File: src/hdl/dve_pkg.sv
// Shared constants and types of the difference varint encoder.
`default_nettype none

package dve_pkg;

   localparam int WORD_WIDTH  = 64;
   localparam int GROUP_WIDTH = 7;
   localparam int BYTE_WIDTH  = 8;
   localparam int ORDER_WIDTH = 2;
   localparam int POS_WIDTH   = 2;

   localparam int QUEUE_DEPTH       = 2;
   localparam int QUEUE_PTR_WIDTH   = $clog2(QUEUE_DEPTH);
   localparam int QUEUE_COUNT_WIDTH = $clog2(QUEUE_DEPTH + 1);

   // Difference orders; the code with both bits set behaves as second differences.
   localparam logic [ORDER_WIDTH-1:0] ORDER_PLAIN  = 2'd0;
   localparam logic [ORDER_WIDTH-1:0] ORDER_FIRST  = 2'd1;
   localparam logic [ORDER_WIDTH-1:0] ORDER_SECOND = 2'd2;

   // Position of a value inside its block, saturating at the third value.
   localparam logic [POS_WIDTH-1:0] POS_FIRST  = 2'd0;
   localparam logic [POS_WIDTH-1:0] POS_SECOND = 2'd1;
   localparam logic [POS_WIDTH-1:0] POS_LATER  = 2'd2;

   // One zigzag-mapped residual travelling between the front, the queue and the back.
   typedef struct packed {
      logic                  valid;
      logic [WORD_WIDTH-1:0] value;
   } item_type;

endpackage

`default_nettype wire

File: src/hdl/difference_varint_encoder_core.sv
// Top level of the difference varint encoder: register, front, queue and back.
`default_nettype none

// Each input transfer carries a signed 64-bit value and a block-start flag. The
// difference order register picks the residual: the value, its difference from the
// previous value, or the difference of differences; the first value of a block is
// always sent as it is, and under second differences the second value is sent as a
// plain difference. The residual is zigzag mapped and leaves as 1 to 10 varint
// bytes, least significant group first, bit 7 set on every byte but the last,
// which is also flagged on rsp_last_byte. The byte sender gives one byte per cycle
// while rsp_stall is low; the front takes a new value every cycle while the two-entry
// queue has room, and an item reaches the output through the front's holding
// register, a queue entry and the back's byte register. Write the order register
// only while no item is in flight.
module difference_varint_encoder_core (
   input  wire logic                                 clock,
   input  wire logic                                 reset,
   input  wire logic                                 req_valid,
   output logic                                      req_stall,
   input  wire logic signed [dve_pkg::WORD_WIDTH-1:0] req_sample_value,
   input  wire logic                                 req_block_start,
   output logic                                      rsp_valid,
   input  wire logic                                 rsp_stall,
   output logic [dve_pkg::BYTE_WIDTH-1:0]            rsp_code_byte,
   output logic                                      rsp_last_byte,
   input  wire logic                                 csr_write_enable,
   input  wire logic [dve_pkg::ORDER_WIDTH-1:0]      csr_write_data
);

   logic [dve_pkg::ORDER_WIDTH-1:0] order_ff, order_in;
   dve_pkg::item_type               push_item;
   dve_pkg::item_type               head_item;
   logic                            push_full;
   logic                            pop;

   assign order_in = csr_write_enable ? csr_write_data : order_ff;

   always_ff @(posedge clock) begin
      if (reset) begin
         order_ff <= dve_pkg::ORDER_PLAIN;
      end else begin
         order_ff <= order_in;
      end
   end

   dve_front u_front (
      .clock            (clock),
      .reset            (reset),
      .req_valid        (req_valid),
      .req_stall        (req_stall),
      .req_sample_value (req_sample_value),
      .req_block_start  (req_block_start),
      .difference_order (order_ff),
      .push_item        (push_item),
      .push_full        (push_full)
   );

   dve_queue u_queue (
      .clock     (clock),
      .reset     (reset),
      .push_item (push_item),
      .push_full (push_full),
      .head_item (head_item),
      .pop       (pop)
   );

   dve_back u_back (
      .clock         (clock),
      .reset         (reset),
      .head_item     (head_item),
      .pop           (pop),
      .rsp_valid     (rsp_valid),
      .rsp_stall     (rsp_stall),
      .rsp_code_byte (rsp_code_byte),
      .rsp_last_byte (rsp_last_byte)
   );

`ifndef NO_ASSERTIONS
   // A byte that is not the last of its varint is always followed by another.
   assert property (@(posedge clock) disable iff (reset)
      (rsp_valid && !rsp_stall && !rsp_last_byte) |=> rsp_valid)
      else $error("varint cut short after a non-final byte");

   // The continuation bit and the last-byte flag must always disagree.
   assert property (@(posedge clock) disable iff (reset)
      rsp_valid |-> (rsp_code_byte[dve_pkg::BYTE_WIDTH-1] != rsp_last_byte))
      else $error("continuation bit inconsistent with last-byte flag");

   // The front holds its item and stalls the input while the queue is full.
   assert property (@(posedge clock) disable iff (reset)
      (push_item.valid && push_full) |-> req_stall)
      else $error("front did not stall on a full queue");

   // The queue is never popped while empty.
   assert property (@(posedge clock) disable iff (reset)
      pop |-> head_item.valid)
      else $error("pop from an empty queue");
`endif

endmodule

`default_nettype wire

File: src/hdl/dve_front.sv
// Front end: takes input transfers, forms the residual and zigzag maps it.
`default_nettype none

module dve_front (
   input  wire logic                                 clock,
   input  wire logic                                 reset,
   input  wire logic                                 req_valid,
   output logic                                      req_stall,
   input  wire logic signed [dve_pkg::WORD_WIDTH-1:0] req_sample_value,
   input  wire logic                                 req_block_start,
   input  wire logic [dve_pkg::ORDER_WIDTH-1:0]      difference_order,
   output dve_pkg::item_type                         push_item,
   input  wire logic                                 push_full
);

   logic                            a_valid_ff, a_valid_in;
   logic [dve_pkg::WORD_WIDTH-1:0]  a_sample_ff, a_sample_in;
   logic [dve_pkg::WORD_WIDTH-1:0]  a_diff_ff, a_diff_in;
   logic [dve_pkg::POS_WIDTH-1:0]   a_pos_ff, a_pos_in;
   logic [dve_pkg::WORD_WIDTH-1:0]  prev_sample_ff, prev_sample_in;
   logic [dve_pkg::WORD_WIDTH-1:0]  prev_diff_ff, prev_diff_in;
   logic [dve_pkg::POS_WIDTH-1:0]   pos_ff, pos_in;

   logic                            accept;
   logic                            advance;
   logic [dve_pkg::POS_WIDTH-1:0]   pos_cur;
   logic [dve_pkg::WORD_WIDTH-1:0]  residual;
   logic [dve_pkg::WORD_WIDTH-1:0]  mapped;

   assign req_stall = a_valid_ff && push_full;
   assign accept    = req_valid && !req_stall;
   assign advance   = a_valid_ff && !push_full;
   assign pos_cur   = req_block_start ? dve_pkg::POS_FIRST : pos_ff;

   // The first difference is taken on entry; the history of differences moves
   // on only when the held item leaves, so the next item sees its predecessor.
   always_comb begin
      a_valid_in     = a_valid_ff;
      a_sample_in    = a_sample_ff;
      a_diff_in      = a_diff_ff;
      a_pos_in       = a_pos_ff;
      prev_sample_in = prev_sample_ff;
      prev_diff_in   = prev_diff_ff;
      pos_in         = pos_ff;
      if (advance) begin
         a_valid_in   = 1'b0;
         prev_diff_in = (a_pos_ff == dve_pkg::POS_FIRST) ? '0 : a_diff_ff;
      end
      if (accept) begin
         a_valid_in     = 1'b1;
         a_sample_in    = req_sample_value;
         a_diff_in      = req_sample_value - prev_sample_ff;
         a_pos_in       = pos_cur;
         prev_sample_in = req_sample_value;
         pos_in         = (pos_cur == dve_pkg::POS_LATER) ? dve_pkg::POS_LATER
                                                          : pos_cur + 2'd1;
      end
   end

   always_comb begin
      if (difference_order == dve_pkg::ORDER_PLAIN || a_pos_ff == dve_pkg::POS_FIRST) begin
         residual = a_sample_ff;
      end else if (difference_order == dve_pkg::ORDER_FIRST ||
                   a_pos_ff == dve_pkg::POS_SECOND) begin
         residual = a_diff_ff;
      end else begin
         residual = a_diff_ff - prev_diff_ff;
      end
   end

   assign mapped    = {residual[dve_pkg::WORD_WIDTH-2:0], 1'b0}
                      ^ {dve_pkg::WORD_WIDTH{residual[dve_pkg::WORD_WIDTH-1]}};
   assign push_item = '{valid: a_valid_ff, value: mapped};

   always_ff @(posedge clock) begin
      if (reset) begin
         a_valid_ff     <= 1'b0;
         prev_sample_ff <= '0;
         prev_diff_ff   <= '0;
         pos_ff         <= dve_pkg::POS_FIRST;
      end else begin
         a_valid_ff     <= a_valid_in;
         prev_sample_ff <= prev_sample_in;
         prev_diff_ff   <= prev_diff_in;
         pos_ff         <= pos_in;
      end
   end

   always_ff @(posedge clock) begin
      a_sample_ff <= a_sample_in;
      a_diff_ff   <= a_diff_in;
      a_pos_ff    <= a_pos_in;
   end

endmodule

`default_nettype wire

File: src/hdl/dve_queue.sv
// Short first-in first-out queue of mapped residuals between front and back.
`default_nettype none

module dve_queue (
   input  wire logic              clock,
   input  wire logic              reset,
   input  wire dve_pkg::item_type push_item,
   output logic                   push_full,
   output dve_pkg::item_type      head_item,
   input  wire logic              pop
);

   logic [dve_pkg::WORD_WIDTH-1:0]        entries_ff [dve_pkg::QUEUE_DEPTH];
   logic [dve_pkg::QUEUE_PTR_WIDTH-1:0]   wr_ptr_ff, wr_ptr_in;
   logic [dve_pkg::QUEUE_PTR_WIDTH-1:0]   rd_ptr_ff, rd_ptr_in;
   logic [dve_pkg::QUEUE_COUNT_WIDTH-1:0] count_ff, count_in;
   logic                                  do_push;
   logic                                  do_pop;

   assign push_full = count_ff == dve_pkg::QUEUE_COUNT_WIDTH'(dve_pkg::QUEUE_DEPTH);
   assign head_item = '{valid: count_ff != '0, value: entries_ff[rd_ptr_ff]};

   assign do_push = push_item.valid && !push_full;
   assign do_pop  = pop && head_item.valid;

   // The depth is a power of two, so the pointers wrap on their own.
   always_comb begin
      wr_ptr_in = do_push ? wr_ptr_ff + 1'b1 : wr_ptr_ff;
      rd_ptr_in = do_pop  ? rd_ptr_ff + 1'b1 : rd_ptr_ff;
      count_in  = count_ff;
      if (do_push && !do_pop) begin
         count_in = count_ff + 1'b1;
      end else if (do_pop && !do_push) begin
         count_in = count_ff - 1'b1;
      end
   end

   always_ff @(posedge clock) begin
      if (reset) begin
         wr_ptr_ff <= '0;
         rd_ptr_ff <= '0;
         count_ff  <= '0;
      end else begin
         wr_ptr_ff <= wr_ptr_in;
         rd_ptr_ff <= rd_ptr_in;
         count_ff  <= count_in;
      end
   end

   always_ff @(posedge clock) begin
      if (do_push) begin
         entries_ff[wr_ptr_ff] <= push_item.value;
      end
   end

endmodule

`default_nettype wire

File: src/hdl/dve_back.sv
// Back end: sends mapped residuals as base-128 varint bytes, one per unstalled cycle.
`default_nettype none

module dve_back (
   input  wire logic                            clock,
   input  wire logic                            reset,
   input  wire dve_pkg::item_type               head_item,
   output logic                                 pop,
   output logic                                 rsp_valid,
   input  wire logic                            rsp_stall,
   output logic [dve_pkg::BYTE_WIDTH-1:0]       rsp_code_byte,
   output logic                                 rsp_last_byte
);

   logic                           valid_ff, valid_in;
   logic [dve_pkg::WORD_WIDTH-1:0] rest_ff, rest_in;
   logic                           more;
   logic                           transfer;
   logic                           done;

   // The register holds the groups not yet sent; the byte shown is its lowest group.
   assign more          = |rest_ff[dve_pkg::WORD_WIDTH-1:dve_pkg::GROUP_WIDTH];
   assign rsp_valid     = valid_ff;
   assign rsp_code_byte = {more, rest_ff[dve_pkg::GROUP_WIDTH-1:0]};
   assign rsp_last_byte = !more;

   assign transfer = valid_ff && !rsp_stall;
   assign done     = transfer && !more;
   assign pop      = head_item.valid && (!valid_ff || done);

   always_comb begin
      valid_in = valid_ff;
      rest_in  = rest_ff;
      if (pop) begin
         valid_in = 1'b1;
         rest_in  = head_item.value;
      end else if (done) begin
         valid_in = 1'b0;
      end else if (transfer) begin
         rest_in = rest_ff >> dve_pkg::GROUP_WIDTH;
      end
   end

   always_ff @(posedge clock) begin
      if (reset) begin
         valid_ff <= 1'b0;
      end else begin
         valid_ff <= valid_in;
      end
   end

   always_ff @(posedge clock) begin
      rest_ff <= rest_in;
   end

endmodule

`default_nettype wire
File: config.mk
export PLATFORM = sky130hd
export DESIGN_NAME = difference_varint_encoder_core
export DESIGN_NICKNAME = d
export VERILOG_FILES = /design/src/hdl/dve_pkg.sv /design/src/hdl/difference_varint_encoder_core.sv /design/src/hdl/dve_front.sv /design/src/hdl/dve_queue.sv /design/src/hdl/dve_back.sv
export SDC_FILE = /design/constraint.sdc
export NUM_CORES = 1
export LEC_CHECK = 0
export ABC_AREA = 1
export BUFFER_PORTS_ARGS = -buffer_cell sky130_fd_sc_hd__clkbuf_2
export CORE_MARGIN = 2
export CORE_UTILIZATION = 50
export DETAILED_ROUTE_END_ITERATION = 8
export PLACE_DENSITY_LB_ADDON = 0.08
export SKIP_CTS_REPAIR_TIMING = 1
export SYNTH_ARGS = -nofsm -noshare
export SYNTH_HDL_FRONTEND = slang
export SYNTH_SLANG_ARGS = --single-unit
File: constraint.sdc
create_clock -name clock -period 8.55 [get_ports clock]
set_input_delay 0.4275 -clock clock [delete_from_list [all_inputs] [get_ports clock]]
set_output_delay 0.4275 -clock clock [all_outputs]
set_load 0.02 [all_outputs]
Word-level counts from Yosys, hierarchy flattened
Memory sizes are Yosys's and may differ from the RTL's. A register that Yosys moved wholly into a read port is not among the register bits. Index checks and enable logic that the tools add are counted.

Add/sub/neg operators: 7. Equal/unequal tests: 5. Mux-type cells: 18. Bitwise gates (word level): 1. Reduce and logical (&&, ||, !) cells: 28.

Operator list (count): $mux 64 (6); $sub 64x64->64 (2); $xor 64x64->64 (1); $reduce_or 57->1 (1); $reduce_bool 2->1 (5); $logic_and 1x1->1 (9); $mux 1 (8); $mux 2 (4); $logic_not 1->1 (7); $add 2x1->2 const B (2); $eq 2x1->1 const B (2); $eq 2x2->1 const B (2); $logic_not 2->1 (2); $logic_or 1x1->1 (3); $add 1x1->1 const B (2); $ne 2x2->1 const B (1); $reduce_and 2->1 (1); $sub 2x1->2 const B (1).

Bits in registers: 332. Memory bits (writable): 128. Bits of input ports: 72. Memories kept: 1.

Memories: u_queue.entries_ff (depth 2, bits a word 64, read ports 1, clocked after Yosys merged registers in 1, write ports 1, line dve_queue.sv:13) `logic [dve_pkg::WORD_WIDTH-1:0] entries_ff [dve_pkg::QUEUE_DEPTH];`.

Logic depth before layout (Yosys ltp)
Gate-level depths: netlist of run 1.

Depth after elaboration: 9. Depth in mapped cells: 21. Gate-level depth less buffers: 20.

Modules after synthesis
A second synthesis of run 1 with hierarchy kept.

Cell total of the unflattened synthesis: 3982. Area total of the unflattened synthesis: 29747.3 um^2.

By module, submodules not included: dve_front (instances 1, cells an instance 3389, area each 21339.2 um^2, seq. area each 6526.3 um^2); dve_queue (instances 1, cells an instance 236, area each 5165.0 um^2, seq. area each 3943.8 um^2); dve_back (instances 1, cells an instance 344, area each 3161.8 um^2, seq. area each 1941.9 um^2); difference_varint_encoder_core (instances 1, cells an instance 13, area each 81.3 um^2, seq. area each 40.0 um^2).

Least setup slack after synthesis of run 1
Ideal clock, no wire load.

Path type: register -> register. Start point: reg u_back.rest_ff[50] (netlist bit). End point: reg u_back.rest_ff[0] (netlist bit), enable pin. Arrival time: 5.601 ns. Setup slack: 2.367 ns. Stages on the path, launching flop included: 8. Buffers on the path: 0. Period minus slack after synthesis: 6.183 ns. Cells stage by stage: edfxtp_1 -> nor2_1 -> nand2_1 -> nor4_1 -> and3_1 -> nand2_1 -> inv_1 -> o31ai_1.

Word-level cells in the longest chain between the ends: 7. Elaborated cells on any way between the ends: 8.

RTL lines: start, declared (line dve_back.sv:16) `logic [dve_pkg::WORD_WIDTH-1:0] rest_ff, rest_in;`; start signal, assigned (line dve_back.sv:53) `rest_ff <= rest_in;`; $reduce_or 57->1 * (line dve_back.sv:22) `assign more = |rest_ff[dve_pkg::WORD_WIDTH-1:dve_pkg::GROUP_WIDTH];`; named net u_back.more (line dve_back.sv:17) `logic more;`; $logic_not 1->1 *; named net rsp_last_byte (line difference_varint_encoder_core.sv:25) `output logic rsp_last_byte,`; $logic_and 1x1->1 * (line dve_back.sv:28) `assign done = transfer && !more;`; $logic_or 1x1->1 (line dve_back.sv:29) `assign pop = head_item.valid && (!valid_ff || done);`; $logic_and 1x1->1 (line dve_back.sv:29); $ne 2x2->1 (no source line) or $reduce_bool 2->1 (tied branches); $reduce_and 2->1 (no source line) *.

Mark *: on every way through the listed nets, which the timed path passes. The rest lies on a longest branch. A chain may end at the register's enable or synchronous reset.

==> results of run 1 <==
power by group through the flow:
stage / registers (mW) / clock network (mW) / logic, mW
after CTS: 3.35 / 2.24 / 3.58
after global placement: 3.39 / 0 / 3.55
after global routing: 3.40 / 2.32 / 4.08
after detailed placement: 3.39 / 0 / 3.57
final: 3.36 / 2.19 / 3.61
after floorplan: 3.28 / 0 / 2.70
worst min path at each step:
stage	to	slack [ns]	cells after the start	from
after floorplan	u_front.prev_sample_ff[10]$_SDFFE_PP0P_	0.43	2	u_front.prev_sample_ff[10]$_SDFFE_PP0P_
after global placement	u_front.prev_sample_ff[28]$_SDFFE_PP0P_	0.45	2	u_front.prev_sample_ff[28]$_SDFFE_PP0P_
after CTS	u_front.a_sample_ff[0]$_DFFE_PP_	-0.007	1	req_sample_value[0]
final	u_front.a_sample_ff[5]$_DFFE_PP_	0.03	1	req_sample_value[5]
after global routing	u_front.a_sample_ff[4]$_DFFE_PP_	0.02	1	req_sample_value[4]
after detailed placement	u_front.prev_sample_ff[28]$_SDFFE_PP0P_	0.45	2	u_front.prev_sample_ff[28]$_SDFFE_PP0P_
worst max-delay path: cells and delay by family (launching register included):
family                 cells  cell delay, ns
buffers and inverters      4            1.87
AND/OR/NAND/NOR            5            1.10
flip-flops                 1            0.37
AO/OA/AOI/OAI              1            0.15
through the flow:
stage / cells / worst slack (ns) / utilization, % / total power, mW
2_1_floorplan: 3817 / 2.367 / - / 5.982
6_report: 4662 / 4.754 / 55.09 / 9.161
5_1_grt: 4662 / 4.599 / 55.09 / 9.794
4_1_cts: 4661 / 4.826 / 55.07 / 9.173
3_5_place_dp: 4566 / 4.862 / 52.15 / 6.966
3_3_place_gp: 4566 / 4.916 / 52.15 / 6.940
flip-flops by register name (all words and copies together), names as in the netlist, 2 cells and up, named ones only:
name	cells
u_queue.entries_ff	128
u_front.pos_ff	2
order_ff	2
u_front.prev_diff_ff	64
u_front.prev_sample_ff	64
u_front.a_sample_ff	64
u_front.a_diff_ff	64
u_back.rest_ff	64
u_front.a_pos_ff	2
u_queue.count_ff	2
layout make-up:
type | instances | area, um2 | area share (%)
multi-input combinational | 2579 | 13470 | 42.62
sequential | 461 | 12460 | 39.41
inverter | 660 | 2481 | 7.851
clock buffer | 65 | 1380 | 4.367
tap | 765 | 957.2 | 3.029
timing repair buffer | 102 | 563.0 | 1.782
clock inverter | 30 | 295.3 | 0.9344
placed cells by master (no fill, tap or decap), types with 4 or more instances in the layout:
master	n
a211oi_1	63
and3_1	8
or2_2	11
a21boi_0	7
a21oi_1	358
o211ai_1	4
dfxtp_1	138
a21o_1	12
nor2_4	4
buf_4	19
clkinvlp_4	4
o21bai_1	11
a31oi_1	15
clkinv_2	11
clkinv_1	6
nand4_1	15
xor2_1	49
edfxtp_1	322
nand2_1	1045
inv_1	643
nor3_1	24
clkbuf_16	52
mux2i_1	64
nand3_1	164
clkbuf_1	10
o21ai_0	218
clkbuf_2	82
o21ai_1	27
ha_1	129
nand3b_1	11
nor2_1	244
nor4_1	20
inv_2	13
xnor2_1	28
nand2_2	15
nor2_2	6
clkinv_4	4
bufinv_16	4
kinds of logic (layout without fill, tap and decap cells):
family,after synthesis,in the layout
AO/OA/AOI/OAI,731,731
flip-flops,461,461
adder cells (fa/ha/maj),131,131
buffers and inverters,777,857
multiplexers,64,64
AND/OR/NAND/NOR,1576,1576
XOR/XNOR,77,77
layer usage:
layer	wire [um]	GRT usage, %	up-vias
li1	-	-	12560
met1	41860	43.78	11150
met2	35550	42.61	769
met3	5705	3.095	145
met4	3003	10.01	0
met5	0	0	-
==> qor.yml, run 1 <==
clock_network:
  cts_buffer_depth: 3
  numCtsBuffers: 51
  ctsRootBufferMaster: "clkbuf_16"
  clk_pin_slew_ns: 0.06
  htree_levels: 2
  clk_latency_ns: 0.61
  cts_tree: "yes"
  clock-sinks: 461
worst_hold_path:
  hold_path.class: "in -> reg"
setup_path:
  critPathRequiredTime_ns: 8.99
  setup.worst_path.end_class: "flop"
  crit_end: "u_queue.entries_ff[1][13]$_DFFE_PP_"
  cp-startpoint: "order_ff[0]$_SDFFE_PP0P_"
  rrSetupSlack_ns: 4.75
  crit_path_top_delay_cell: "clkinv_1"
  crit_type: "reg -> reg"
  reg2reg_depth: 10
  slowest_delay_ns: 0.79
  crit_path_start_kind: "flop"
  crit_chain: "inv_1 > o22ai_4 > buf_4 > clkinv_1 > buf_4 > nand3_4 > nand2_4 > nand2_8 > nand2_1 > nand2_1"
  r2r_end: "u_queue.entries_ff[1][13]$_DFFE_PP_"
  cp_max_fo: 63
  reg2reg_from: "order_ff[0]$_SDFFE_PP0P_"
  cp.arrival_ns: 4.24
pwr:
  swShare_pct: 40.25
  power.switching_mw: 3.687
  clockPowerShare_pct: 23.9
  seq_power_share_pct: 36.6
  p_comb_share_pct: 39.5
  power.leakage_nw: 14.43
  p_int_mw: 5.473
  power.density_nw_per_um2: 289.9
  ir_drop_v: 0.0005614
floorplanning:
  core-area_um2: 57370
  io_pins: 83
  die_w_um: 244.4
  initial_utilization_pct: 50.37
  die_y_um: 244.4
  fp-row-count: 88
  die-area_um2: 59730
synth:
  synth-xor-area-share_pct: 2.334
  yosysWarnings: 0
  synth-edff-count: 322
  synth-compound-area-share_pct: 13.77
  async_flop_share_pct: 0
  synth_most_common_cell: "nand2_1"
  syn_area_per_cell_um2: 7.570
  synth_mux_area_share_pct: 2.217
  synth-simple-area-share_pct: 22.36
  synth_top_area_share_pct: 33.46
  yosys.cell_types.count: 54
  ys.flop_type: "edfxtp_1"
  yosys.area_share.adder_pct: 5.724
  yosysTopAreaCell: "edfxtp_1"
  yosys_register_bits: 461
  syn_area_um2: 28900
  synth_top_family_by_area: "simple AND/OR/NAND/NOR gates"
  seq_area_frac_synth_pct: 43.09
  synthCells: 3817
  synth_fp_nets: 4020
  synthTopCellsByArea: "edfxtp_1 33%, nand2_1 14%, dfxtp_1 9.6%"
  synth_commonest_cells: "1,046 x nand2_1, 648 x inv_1, 358 x a21oi_1"
drt:
  drc: 0
  wl_per_cell_um: 18.47
  ant_nets: 0
  postRouteWirelength_mm: 86.12
  firstDrtPassIters: 6
  drt-vias-per-instance: 5.281
  vias: 24620
  dr.first_iter.drc_count: 1922
placed_design:
  place.gp.congestion: 0.9670
  dpl-instance-area_um2: 29920
  port_buffers: 82
  place_hpwl_mm: 67.36
global_route:
  grt_start_max_net_pins: 98
  grt_pass1_wl_mm: 132.0
  grt_pass1_vias: 22890
  overflow: 0
  antenna_found_initial: 1
  track_usage_pct: 28.87
timing:
  min_period_ns: 3.796
  clock_skew_ns: 0.03680
  hold_violations: 0
  setup_viol: 0
  worst_pin_slew_ns: 0.9789
  drv_slew: 0
  tns_ns: 0
  period_share_pct: 44.39
  fmax_mhz: 263.5
  slew_headroom_pct: 34.24
  holdWs_ns: 0.03236
  rsz0062_at_grt: "false"
finish:
  final_area_um2: 31600
  drive_above_1_share_pct: 6.364
  syn_to_final_growth_pct: 9.366
  diodes: 0
  final_nets: 4058
  fillers: 5645
status:
  status: "completed"
run:
  cap_violations: 0
Power figures use the tool's default switching activity.
==> run 2: changes to the inputs <==
==> constraint.sdc (replaced) <==
create_clock -name clock -period 3.8 [get_ports clock]
set_input_delay 0.19 -clock clock [delete_from_list [all_inputs] [get_ports clock]]
set_output_delay 0.19 -clock clock [all_outputs]
set_load 0.02 [all_outputs]
==> run 2 against run 1 <==
Register-to-register slack worse by 4.1 ns. Sequential share of layout area is 1.2 points lower. Power is 130% higher. Via count is 2.5% higher. Non-clock buffer count is 94 higher. Largest cell class unchanged. Largest power group unchanged.
==> qor.yml, run 2 (synthesis gave the netlist of run 1 again) <==
clock_network:
  clock-sinks: 461  # unchanged
  cts_buffer_depth: 3  # unchanged
  clk_latency_ns: 0.60  # was 0.61 ns
  numCtsBuffers: 50  # was 51
  cts_tree: "yes"  # unchanged
  clk_pin_slew_ns: 0.06  # about the same
  ctsRootBufferMaster: "clkbuf_16"  # unchanged
  htree_levels: 2  # unchanged
drt:
  drt-vias-per-instance: 5.311  # was 5.281
  firstDrtPassIters: 6  # unchanged
  ant_nets: 0  # unchanged
  wl_per_cell_um: 18.94  # was 18.47 um
  dr.first_iter.drc_count: 2180  # was 1,922
  drc: 0  # unchanged
  vias: 25250  # was 24,620
  postRouteWirelength_mm: 90.04  # was 86.12 mm
global_route:
  grt_start_max_net_pins: 129  # was 98
  overflow: 0  # unchanged
  track_usage_pct: 29.70  # was 28.87%
  grt_pass1_wl_mm: 135.0  # was 132.0 mm
  antenna_found_initial: 4  # was 1
  grt_pass1_vias: 22770  # was 22,890
worst_hold_path:
  hold_path.class: "in -> reg"  # unchanged
setup_path:
  crit_type: "reg -> reg"  # unchanged
  cp.arrival_ns: 3.61  # was 4.24 ns
  critPathRequiredTime_ns: 4.24  # was 8.99 ns
  cp_max_fo: 29  # was 63
  setup.worst_path.end_class: "flop"  # unchanged
  crit_path_start_kind: "flop"  # unchanged
finish:
  drive_above_1_share_pct: 6.668  # was 6.364%
  final_nets: 4151  # was 4,058
  mostFrequentLayoutCells: "1,045 x nand2_1, 643 x inv_1, 358 x a21oi_1, 322 x edfxtp_1, 244 x nor2_1"  # unchanged
  regMostFlops: "u_queue.entries_ff"  # unchanged
  final_core_util_pct: 56.84  # was 55.09%
  mostFrequentLayoutCell: "nand2_1"  # unchanged
  syn_to_final_growth_pct: 12.84  # was 9.366%
  largest_reg_flops: 128  # unchanged
  fillers: 5537  # was 5,645
  diodes: 0  # unchanged
timing:
  fmax_mhz: 316.0  # was 263.5 MHz
  tns_ns: 0  # unchanged
  rsz0062_at_grt: "false"  # unchanged
  period_share_pct: 83.29  # was 44.39%
  drv_slew: 0  # unchanged
  hold_violations: 0  # unchanged
  slew_headroom_pct: 37.78  # was 34.24%
  min_period_ns: 3.165  # was 3.796 ns
  worst_pin_slew_ns: 0.9334  # was 0.9789 ns
  setup_viol: 0  # unchanged
  clock_skew_ns: 0.02204  # was 0.03680 ns
pwr:
  power.density_nw_per_um2: 646.2  # was 289.9 nW/um2
  ir_drop_v: 0.0008856  # was 0.0005614 V
  power.leakage_nw: 14.88  # was 14.43 nW
floorplanning:
  die-area_um2: 59730  # unchanged
  die_w_um: 244.4  # unchanged
  fp-row-count: 88  # unchanged
  initial_utilization_pct: 50.37  # unchanged
  core-area_um2: 57370  # unchanged
  io_pins: 83  # unchanged
  die_y_um: 244.4  # unchanged
placed_design:
  place_hpwl_mm: 70.30  # was 67.36 mm
  place.gp.congestion: 0.9708  # was 0.9670
  port_buffers: 82  # unchanged
status:
  status: "completed"  # unchanged
run:
  cap_violations: 0  # unchanged
[run 2: stage by stage]
step           setup WS (ns)  instances  hold slack (ns)  total power, mW  instance area (um2)
5_1_grt               0.4061       4754          0.04942            22.42                32610
4_1_cts               0.6344       4684          -0.2415            21.00                31910
3_3_place_gp          0.7337       4591           0.3843            15.92                30200
2_1_floorplan         0.1145       3817           0.2889            13.41                28920
6_report              0.6350       4754          0.02727            21.07                32610
3_5_place_dp          0.6713       4591           0.3855            15.94                30200
[run 2: per-layer routing]
metal  GRT usage (%)  part of all wire (%)  vias to the layer above  wire length [um]
li1                -                     -                    12710                 -
met1           44.97                    47                    11570             42200
met2           44.22                    42                      826             38040
met3           3.424                   7.6                      139              6873
met4           9.272                   3.2                        4              2901
met5               0                 0.030                        -                27
[run 2: path summary, 6_finish.rpt]
check,from,endpoint,slack (ns),cells after the start
worst max register to register,u_front.a_diff_ff[8]$_DFFE_PP_,u_queue.entries_ff[0][52]$_DFFE_PP_,0.63,15
worst min-delay path,rsp_stall,u_back.rsp_valid$_SDFFE_PP0P_,0.03,3
worst max-delay path,u_front.a_diff_ff[8]$_DFFE_PP_,u_queue.entries_ff[0][52]$_DFFE_PP_,0.63,15
worst min register to register,u_front.prev_sample_ff[36]$_SDFFE_PP0P_,u_front.prev_sample_ff[36]$_SDFFE_PP0P_,0.46,2
[run 2: final cells by class]
type,instances,area [um2],share of cell area [%]
sequential,461,12460,38.20
multi-input combinational,2579,13480,41.33
timing repair buffer,196,1529,4.689
clock buffer,67,1388,4.256
tap,765,957.2,2.936
inverter,660,2482,7.613
clock inverter,26,319.1,0.9785
[run 2: report_power, final]
part | switching [mW] | internal, mW
logic | 5.85 | 2.71
registers | 0.592 | 6.89
clock network | 1.99 | 3.04
total | 8.43 | 12.6
[run 2: worst max-delay path, stage by stage (launching register included)]
cell and delay, ns:
edfxtp_1 0.44, ha_1 0.43, nand2_1 0.16, nor2_2 0.19, nand2_1 0.10, inv_1 0.08
nand2_2 0.05, nand2_2 0.16, nand2_2 0.07, nand2_2 0.11, nand2_2 0.07, nand3_2 0.08
nand3_4 0.10, a21oi_4 0.70, nand2_1 0.14, nand2_1 0.11
